### src/sv/fmrt_pkg.sv
package fmrt_pkg;

  localparam logic [7:0] PROTO_BYTE_TCP  = 8'd6;
  localparam logic [7:0] PROTO_BYTE_UDP  = 8'd17;
  localparam logic [7:0] PROTO_BYTE_ICMP = 8'd1;
  localparam logic [7:0] PROTO_BYTE_IP   = 8'd0;

  typedef enum logic [1:0] {
    KIND_CLASSIFY = 2'd0,
    KIND_ADD      = 2'd1,
    KIND_DELETE   = 2'd2,
    KIND_NONE     = 2'd3
  } kind_e;

  typedef enum logic [1:0] {
    CLS_TCP  = 2'd0,
    CLS_UDP  = 2'd1,
    CLS_ICMP = 2'd2,
    CLS_IP   = 2'd3
  } cls_e;

  typedef enum logic [1:0] {
    ST_OK      = 2'd0,
    ST_FULL    = 2'd1,
    ST_MISSING = 2'd2
  } status_e;

  typedef enum logic [1:0] {
    S_IDLE,
    S_EVAL,
    S_RESOLVE
  } state_e;

  typedef struct packed {
    logic [1:0]  kind;
    logic [15:0] rule_number;
    logic        rule_allow;
    logic [1:0]  rule_protocol;
    logic [7:0]  ip_protocol;
    logic [31:0] source_address;
    logic [31:0] dest_address;
    logic [15:0] source_port;
    logic        source_port_any;
    logic [15:0] dest_port;
    logic        dest_port_any;
  } req_t;

  typedef struct packed {
    logic        accept;
    logic        rule_hit;
    logic [15:0] hit_number;
    logic [1:0]  status;
  } rsp_t;

  // one table entry; for a classify transaction the packet fields sit here too
  typedef struct packed {
    logic [15:0] number;
    logic        allow;
    cls_e        proto;
    logic [31:0] saddr;
    logic [31:0] daddr;
    logic [15:0] sport;
    logic        sport_any;
    logic [15:0] dport;
    logic        dport_any;
  } rule_t;

  typedef struct packed {
    kind_e kind;
    logic  cls_ok;
    cls_e  cls;
    rule_t rule;
  } cmd_t;

  typedef struct packed {
    logic eval;
    logic ins;
    logic rep;
    logic del;
  } ctl_t;

endpackage

### src/sv/fmrt_cell.sv
module fmrt_cell (
  input  logic            clk_i,
  input  logic            rst_ni,
  input  fmrt_pkg::ctl_t  ctl_i,
  input  fmrt_pkg::cmd_t  cmd_i,
  input  logic            in_use_i,
  input  fmrt_pkg::rule_t prev_rule_i,
  input  logic            prev_lt_i,
  input  fmrt_pkg::rule_t next_rule_i,
  input  logic            hit_i,
  output fmrt_pkg::rule_t rule_o,
  output logic            lt_o,
  output logic            eq_o,
  output logic            hit_o,
  output logic            first_o
);

  fmrt_pkg::rule_t rule_q, rule_d;
  logic match_q, match_d;
  logic lt_q, lt_d;
  logic eq_q, eq_d;
  logic proto_ok, sa_ok, da_ok, ports_ok, port_cls;

  always_comb begin
    proto_ok = (rule_q.proto == cmd_i.cls) || (rule_q.proto == fmrt_pkg::CLS_IP);
    sa_ok    = (rule_q.saddr == '0) || (cmd_i.rule.saddr == '0)
               || (rule_q.saddr == cmd_i.rule.saddr);
    da_ok    = (rule_q.daddr == '0) || (cmd_i.rule.daddr == '0)
               || (rule_q.daddr == cmd_i.rule.daddr);
    port_cls = (cmd_i.cls == fmrt_pkg::CLS_TCP) || (cmd_i.cls == fmrt_pkg::CLS_UDP);
    ports_ok = !port_cls
               || ((rule_q.sport_any || (rule_q.sport == cmd_i.rule.sport))
                   && (rule_q.dport_any || (rule_q.dport == cmd_i.rule.dport)));
    match_d  = in_use_i && cmd_i.cls_ok && proto_ok && sa_ok && da_ok && ports_ok;
    lt_d     = in_use_i && (rule_q.number < cmd_i.rule.number);
    eq_d     = in_use_i && (rule_q.number == cmd_i.rule.number);
  end

  always_ff @(posedge clk_i or negedge rst_ni) begin
    if (!rst_ni) begin
      match_q <= 1'b0;
      lt_q    <= 1'b0;
      eq_q    <= 1'b0;
    end else if (ctl_i.eval) begin
      match_q <= match_d;
      lt_q    <= lt_d;
      eq_q    <= eq_d;
    end
  end

  // insert: entries at and above the slot shift up; delete: shift down
  always_comb begin
    rule_d = rule_q;
    if (ctl_i.rep && eq_q) begin
      rule_d = cmd_i.rule;
    end else if (ctl_i.ins && !lt_q) begin
      rule_d = prev_lt_i ? cmd_i.rule : prev_rule_i;
    end else if (ctl_i.del && !lt_q) begin
      rule_d = next_rule_i;
    end
  end

  always_ff @(posedge clk_i) begin
    rule_q <= rule_d;
  end

  assign rule_o  = rule_q;
  assign lt_o    = lt_q;
  assign eq_o    = eq_q;
  assign hit_o   = hit_i | match_q;
  assign first_o = match_q & ~hit_i;

endmodule

### config.mk
export PLATFORM = sky130hd
export DESIGN_NAME = fmrt_cell
export DESIGN_NICKNAME = d
export VERILOG_FILES = /design/src/sv/fmrt_pkg.sv /design/src/sv/fmrt_cell.sv
export SDC_FILE = /design/constraint.sdc
export NUM_CORES = 1
export LEC_CHECK = 0
export BUFFER_PORTS_ARGS = -buffer_cell sky130_fd_sc_hd__buf_2
export CAP_MARGIN = 20
export CORE_AREA = 2 2 187 189
export DETAILED_ROUTE_END_ITERATION = 7
export DIE_AREA = 0 0 189 191
export PLACE_DENSITY_LB_ADDON = 0.1
export SYNTH_ARGS = -nofsm -noshare
export SYNTH_HDL_FRONTEND = slang
export SYNTH_SLANG_ARGS = --single-unit
export TNS_END_PERCENT = 5
### constraint.sdc
create_clock -name clk_i -period 5.1 [get_ports clk_i]
set_input_delay 0.255 -clock clk_i [delete_from_list [all_inputs] [get_ports clk_i]]
set_output_delay 0.255 -clock clk_i [all_outputs]
set_load 0.01 [all_outputs]
==> summary.md, run 1 <==
| Metric | Value |
|---|---|
| Port Buffers | 483 |
| Warnings from Yosys | 0 |
| Drt drc | 0 |
| FP Rows | 68 |
| Commonest non-fill, non-tap cell in the layout | buf_2 |
| Worst setup EP type | flip-flop |
| Crit path buffers/inverters | 2 |
| Die H | 191 microns |
| Post-CTS sizing | 0 |
| DR vias | roughly 7600 |
| CP cell instances | inv_1 -> a22o_4 -> a21o_4 -> buf_12 |
| Slew Viols, Final | 0 |
| Num CTS Buffers | 17 |
| Startpoint Class | flip-flop |
| First-pass GRT wire length | between 40000 and 50000 microns |
| CTS Buffer Depth | 2 |
| Post-synth EDFFs | 117 |
| Overall routing resource usage | 0.171 |
| Critical Path Source | lt_o |
| Clock-pin slew on the worst setup and hold paths | 0.06 ns |
| H-tree levels | 4 |
| 1st-iter DRT viols | around 270 |
| Final Setup Violations | 0 |
| Pwr Density | approximately 330 nW/um^2 |
| Final ANT Viol Nets | 0 |
| Final period demand of the worst path | 2.56 ns |
| Hold Crit Start | ctl_i[3] |
| Wire per inst | roughly 19 microns |
| Non-Filler Instances | 1708 |
| Critical Path AT | approximately 2.6 ns |
| Syn Nets | between 1000 and 1500 |
| Worst hold path class | in -> reg |
| Period Utilization, post-route | 0.502 |
| RSZ-0062 raised after global routing | false |
| CTS tree | built |
| Crit Path Class | reg -> reg |
| Hpwl dp | 25600 microns |
| Post-synth top flop | edfxtp_1 |
| Gr ovfl total | 0 |
| Core Footprint | 34100 sq um |
| Synth top area share | 0.453 |
| Placed cell area | 10700 sq um |
| Post-Place Cells | roughly 1700 |
| Initial antenna violation count | 1 |
| Largest net degree at the start of global routing | 93 |
| Initial core utilization | 0.227 |
| Sequential-to-total area share from yosys stat | 0.463 |
| Util after Layout | 0.333 |
| Rel. slew slack | 0.388 |
| Slew at the pin closest to its max-slew limit | 0.917 ns |
| Delay of the slowest cell on the worst path | 0.67 ns |
| Outcome | finished, final reports clean |
| 1st-pass router iterations | 4 |
| Max VDD drop | 0.228 mV |
| Die W | 189 microns |
| Unique masters post-synth | 29 |
| Mapped Cells | 771 |
| FF+latch count, synth | 120 |
| Root buffer cell | clkbuf_16 |
| Die Area | 36100 sq um |
| CP top delay family | compound AO/OA/AOI/OAI gates |
| Mean area per synthesized cell | between 10 and 15 sq um |
| Ports | 486 |
| Commonest cells after routing, fill and taps aside | buf_2, a21oi_1, nor2_1 |
| Synth async-reset ratio | 0.0250 |
| Vias in the first global route | just under 8000 |
| Maximum clock frequency | around 390 MHz |
| Dominant cells by area after synthesis | edfxtp_1, mux2i_1, xnor2_1 |
| Gpl congestion | 0.804 |
| Post-synth top area cell | edfxtp_1 |
| Critical path's slowest cell | a21o_4 |
| Fin nets | 1620 |
| Worst R2R Start | lt_o |
| CTS Sinks | 120 |
| DR vias/cell | 4.43 |
| Final setup TNS | 0 ns |
| Fin area | 11300 sq um |
| Final Hold Vio Count | 0 |
| Area growth syn-to-layout | 46.3% |
| Share of cells above drive strength 1 | 0.418 |
| Drt total wl | 32100 microns |
| Critical Path RT | approximately 5.2 ns |
| LEAKAGE | around 5 nW |
| Crit Path Max Fanout | 61 |
| Final Skew | 0.0118 ns |
| Worst-Skew Late Latency | about 0.43 ns |
| Mapped Area | 7760 sq um |
| Max Cap Viol | 0 |
[path summary, 6_finish.rpt]
kind | to | slack (ns) | cells after the start
min reg2reg | match_q | 0.56 | 2
max reg2reg | rule_o[46] | 2.54 | 4
min in group asynchronous | lt_o | 0.16 | 2
min | lt_o | 0.11 | 2
max | rule_o[46] | 2.54 | 4
max in group asynchronous | match_q | 4.81 | 2
[per-stage QoR]
stage,total power [mW],setup WS [ns],hold slack (ns)
after floorplan,1.93,1.07,-0.0406
after global placement,2.43,2.50,0.0581
after detailed placement,2.43,2.48,0.0613
after CTS,3.86,2.46,0.0815
after global routing,4.00,2.32,0.102
final,3.79,2.54,0.105
[report_power, final]
part | leakage, nW | total, mW | internal (mW) | switching [mW]
Combinational | 3.52 | 0.977 | 0.424 | 0.552
Sequential | 1.19 | 1.41 | 1.29 | 0.121
Clock | 0.324 | 1.40 | 0.933 | 0.466
Total | 5.03 | 3.79 | 2.65 | 1.14
[final cells by class]
cell class / instances / area [sq um]
diodes: 1 / 2.50
well taps: 455 / 569
clock buffers: 25 / 505
multi-input cells: 591 / 3960
fillers: 3699 / 22800
repair buffers: 489 / 2490
inverters: 20 / 75.1
clock inverters: 7 / 163
flip-flops and latches: 120 / 3590
[layer usage]
layer  vias to the layer above  global-route usage  part of all wire
met2                       299               0.300              0.50
met5                         -                   0                 0
met3                        23              0.0551             0.080
li1                       3779                   -                 -
met1                      3457               0.200              0.41
met4                         0              0.0475             0.015
[synth_stat cells, types with 3 or more instances]
| master | count |
|---|---|
| mux2i_1 | 102 |
| clkbuf_1 | 25 |
| a21o_1 | 5 |
| edfxtp_1 | 117 |
| o22ai_1 | 4 |
| xnor2_1 | 96 |
| ha_1 | 16 |
| buf_2 | 13 |
| a21oi_1 | 141 |
| nor2_1 | 134 |
| nand4_1 | 34 |
| nor4_1 | 38 |
| inv_1 | 20 |
| dfrtp_1 | 3 |
[cell families after synthesis]
family / after synthesis / synth area share
AOI/OAI and AO/OA: 158 / 0.107
xor gates and xnor gates: 96 / 0.108
and+or+nand+nor: 219 / 0.133
buffers and inverters: 60 / 0.0311
adders and majority gates: 16 / 0.0258
DFF: 120 / 0.463
muxes: 102 / 0.132
[state kept, by name, indices dropped and copies added (netlist names)]
signal and cells:
eq_o 1, match_q 1, lt_o 1, rule_o 117
[timing repair]
item                                    4_1_cts  5_1_grt
setup buffers                                 0        0
hold buffers                                  1        0
endpoints found under the hold margin         3        0
endpoints found under the setup margin        0        0
Note: power is estimated with default switching activity, not from simulation.
==> inputs of run 2 (changes only) <==
--- a/config.mk
+++ b/config.mk
@@ -5,11 +5,12 @@
 export SDC_FILE = /design/constraint.sdc
 export NUM_CORES = 1
 export LEC_CHECK = 0
+export ABC_AREA = 1
 export BUFFER_PORTS_ARGS = -buffer_cell sky130_fd_sc_hd__buf_2
 export CAP_MARGIN = 20
-export CORE_AREA = 2 2 187 189
+export CORE_AREA = 2 2 191 193
 export DETAILED_ROUTE_END_ITERATION = 7
-export DIE_AREA = 0 0 189 191
+export DIE_AREA = 0 0 193 195
 export PLACE_DENSITY_LB_ADDON = 0.1
 export SYNTH_ARGS = -nofsm -noshare
 export SYNTH_HDL_FRONTEND = slang
==> constraint.sdc (replaced) <==
create_clock -name clk_i -period 2.46 [get_ports clk_i]
set_input_delay 0.123 -clock clk_i [delete_from_list [all_inputs] [get_ports clk_i]]
set_output_delay 0.123 -clock clk_i [all_outputs]
set_load 0.01 [all_outputs]
==> summary.md, run 2 <==
| Metric | Value |
|---|---|
| Fin nets | 2074 (was 1620) |
| Post-CTS sizing | 0 (unchanged) |
| Die H | 195 microns (was 191 microns) |
| Metal3 WL | 3070 microns (was 2560 microns) |
| Crit Path Max Fanout | 2 (was 61) |
| Core Footprint | 35400 sq um (was 34100 sq um) |
| Placed cell area | 11900 sq um (was 10700 sq um) |
| Share of cells above drive strength 1 | 0.316 (was 0.418) |
| NetSw | 2.58 mW (was 1.14 mW) |
| Critical Path AT | 2.41 ns (was 2.64 ns) |
| Clock-pin slew on the worst setup and hold paths | 0.06 ns (about the same) |
| Critical Path RT | 2.78 ns (was 5.18 ns) |
| CP cell instances | ha_1 -> nand2_1 -> nor2_1 -> nand3_1 -> o21bai_1 -> nand4_1 -> o21ai_0 -> dlygate4sd3_1 (was inv_1 -> a22o_4 -> a21o_4 -> buf_12) |
| FF+latch count, synth | 120 (unchanged) |
| Fillers | 3903 (was 3699) |
| Unique masters post-synth | 29 (unchanged) |
| Int Pwr | 5.29 mW (was 2.65 mW) |
| Drt total wl | 39700 microns (was 32100 microns) |
| Worst-Skew Late Latency | 0.44 ns (was 0.43 ns) |
| Drt drc | 0 (unchanged) |
| RSZ-0062 raised after global routing | false (unchanged) |
| Comb pwr share | 0.282 (was 0.258) |
| Period Utilization, post-route | 0.853 (was 0.502) |
| Root buffer cell | clkbuf_16 (unchanged) |
| FP Rows | 69 (was 68) |
| Final setup TNS | 0 ns (unchanged) |
| H-tree levels | 4 (unchanged) |
| Maximum clock frequency | 477 MHz (was 391 MHz) |
| Die Area | 37600 sq um (was 36100 sq um) |
| Ports | 486 (unchanged) |
| DR vias/cell | 4.73 (was 4.43) |
| Crit Path Class | reg -> reg (unchanged) |
| Post-synth top flop | edfxtp_1 (unchanged) |
| 1st-pass router iterations | 5 (was 4) |
| Gr ovfl total | 0 (unchanged) |
| Slew at the pin closest to its max-slew limit | 0.560 ns (was 0.917 ns) |
| Final Skew | 0.00598 ns (was 0.0118 ns) |
| Util after Layout | 0.354 (was 0.333) |
| Final period demand of the worst path | 2.10 ns (was 2.56 ns) |
| Sequential-to-total area share from yosys stat | 0.400 (was 0.463) |
| CTS tree | built (unchanged) |
| Max VDD drop | 0.467 mV (was 0.228 mV) |
| Final Setup Violations | 0 (unchanged) |
| Overall routing resource usage | 0.203 (was 0.171) |
| Reg2reg path depth | 8 (was 4) |
| Dominant cells by area after synthesis | edfxtp_1, nor2_1, nand2_1 (was edfxtp_1, mux2i_1, xnor2_1) |
| Outcome | finished, final reports clean (unchanged) |
| Commonest cells after routing, fill and taps aside | buf_2, nor2_1, nand2_1 (was buf_2, a21oi_1, nor2_1) |
| Post-Place Cells | 2132 (was 1674) |
| Delay of the slowest cell on the worst path | 0.55 ns (was 0.67 ns) |
| Initial antenna violation count | 19 (was 1) |
| Worst hold path class | in -> async (was in -> reg) |
| Final ANT Viol Nets | 0 (unchanged) |
| Post-synth top area cell | edfxtp_1 (unchanged) |
| Mapped Cells | 1244 (was 771) |
| Num CTS Buffers | 17 (unchanged) |
| Worst setup EP type | flip-flop (unchanged) |
| Synth cell count leaders | nor2_1, nand2_1, inv_1 (was a21oi_1, nor2_1, edfxtp_1) |
| Initial core utilization | 0.253 (was 0.227) |
| Synth async-reset ratio | 0.0250 (unchanged) |
| Startpoint Class | flip-flop (unchanged) |
| Sw Share | 0.328 (was 0.301) |
| Top sig layer | met5 (was met4) |
| Final Hold Vio Count | 0 (unchanged) |
| Mapped Area | 8960 sq um (was 7760 sq um) |
| Clk pwr share | 0.344 (was 0.369) |
| Pwr Density | 628 nW/um^2 (was 334 nW/um^2) |
| Critical path's slowest cell | dlygate4sd3_1 (was a21o_4) |
| Vias in the first global route | 10000 (was 7685) |
| Area growth syn-to-layout | 39.8% (was 46.3%) |
| Largest net degree at the start of global routing | 118 (was 93) |
| Fin area | 12500 sq um (was 11300 sq um) |
| DR WL met2 | 19600 microns (was 15900 microns) |
| DRT met1 WL | 16300 microns (was 13100 microns) |
| Min setup slack post-route | 0.361 ns (was 2.54 ns) |
| Hold_ws | 0.0274 ns (was 0.105 ns) |
| LEAKAGE | 6.00 nW (was 5.03 nW) |
| Die W | 193 microns (was 189 microns) |
| Port Buffers | 483 (unchanged) |
| Slew Viols, Final | 0 (unchanged) |
| Syn Nets | 1625 (was 1152) |
| Gpl congestion | 0.824 (was 0.804) |
| Non-Filler Instances | 2183 (was 1708) |
| CTS Buffer Depth | 2 (unchanged) |
| Max Cap Viol | 0 (unchanged) |
| Wire per inst | 18.2 microns (was 18.8 microns) |
| Total Power | 7.87 mW (was 3.79 mW) |
| Most frequent cell after synthesis | nor2_1 (was a21oi_1) |
| Rel. slew slack | 0.626 (was 0.388) |
| Commonest non-fill, non-tap cell in the layout | buf_2 (unchanged) |
| DR vias | 10300 (was 7558) |
| Synth top area share | 0.392 (was 0.453) |
| Pre-CTS setup slack | 0.673 ns (was 2.48 ns) |
| Mean area per synthesized cell | 7.21 sq um (was 10.1 sq um) |
| Seq pwr share | 0.373 (about the same) |
| Max reg flops | 117 (unchanged) |
| CTS Sinks | 120 (unchanged) |
| 1st-iter DRT viols | 513 (was 272) |
| Hpwl dp | 30300 microns (was 25600 microns) |
| Post-synth EDFFs | 117 (unchanged) |
| First-pass GRT wire length | 57800 microns (was 46300 microns) |
| Warnings from Yosys | 0 (unchanged) |
==> run 2: changes by cell type in the layout (fill, tap and decap cells not counted), moves of 117 or more <==
cell	previous run	this run
a31oi_1	0	117
nand3_1	1	135
a21oi_1	140	10
nand2_1	2	205
inv_1	20	147
o21ai_0	2	120
==> run 2: cell families (layout without fill, tap and decap cells) <==
family,after synthesis,in the layout,share of synthesized area
and+or+nand+nor,600,600,0.281
AOI/OAI and AO/OA,253,253,0.158
buffers and inverters,224,686,0.108
DFF,120,120,0.400
xor gates and xnor gates,31,31,0.0303
adders and majority gates,16,16,0.0223
other,0,16,0
==> run 2: layout make-up <==
cell class / count / area (sq um) / share of cell area
Tap cell: 461 / 577 / 0.0460
Antenna cell: 16 / 40.0 / 0.00319
Clock buffer: 19 / 433 / 0.0345
Multi-Input combinational cell: 900 / 4450 / 0.355
Clock inverter: 13 / 179 / 0.0143
Inverter: 149 / 566 / 0.0451
Sequential cell: 120 / 3590 / 0.286
Timing Repair Buffer: 505 / 2710 / 0.216
==> run 2: power by group through the flow <==
stage	Combinational, mW	Sequential (mW)	Clock, mW
floorplan	1.04	3.10	0
global placement	2.24	2.97	0
detailed placement	2.24	2.98	0
CTS	2.26	2.94	2.78
global route	2.49	2.99	2.86
finish	2.22	2.94	2.71
==> run 2: path summary, 6_finish.rpt <==
path                                  from    endpoint  slack [ns]
max in group asynchronous           rst_ni        lt_o        2.32
setup / recovery               rule_o[116]        lt_o        0.36
min in group clk_i         next_rule_i[31]  rule_o[31]        0.03
hold reg to reg                    match_q     match_q        0.55
hold / removal                      rst_ni        eq_o        0.03
setup reg to reg               rule_o[116]        lt_o        0.36
==> run 2: metal layers <==
metal,track usage,up-vias
met1,0.246,4753
met3,0.0564,35
met2,0.348,373
met4,0.0595,8
met5,0,-
li1,-,5166
==> run 2: repair_timing <==
action                                  CTS  global route
buffers inserted                          0             0
hold endpoints to repair                  6             0
endpoints found under the setup margin    0             0
hold buffers                              3             0
==> run 2: worst max-delay path: cells and delay by family (launching register included) <==
kind | cells | cell delay [ns]
fa+ha+maj | 1 | 0.31
buf+inv | 1 | 0.55
compound gates | 2 | 0.28
simple gates | 4 | 0.45
flops | 1 | 0.39
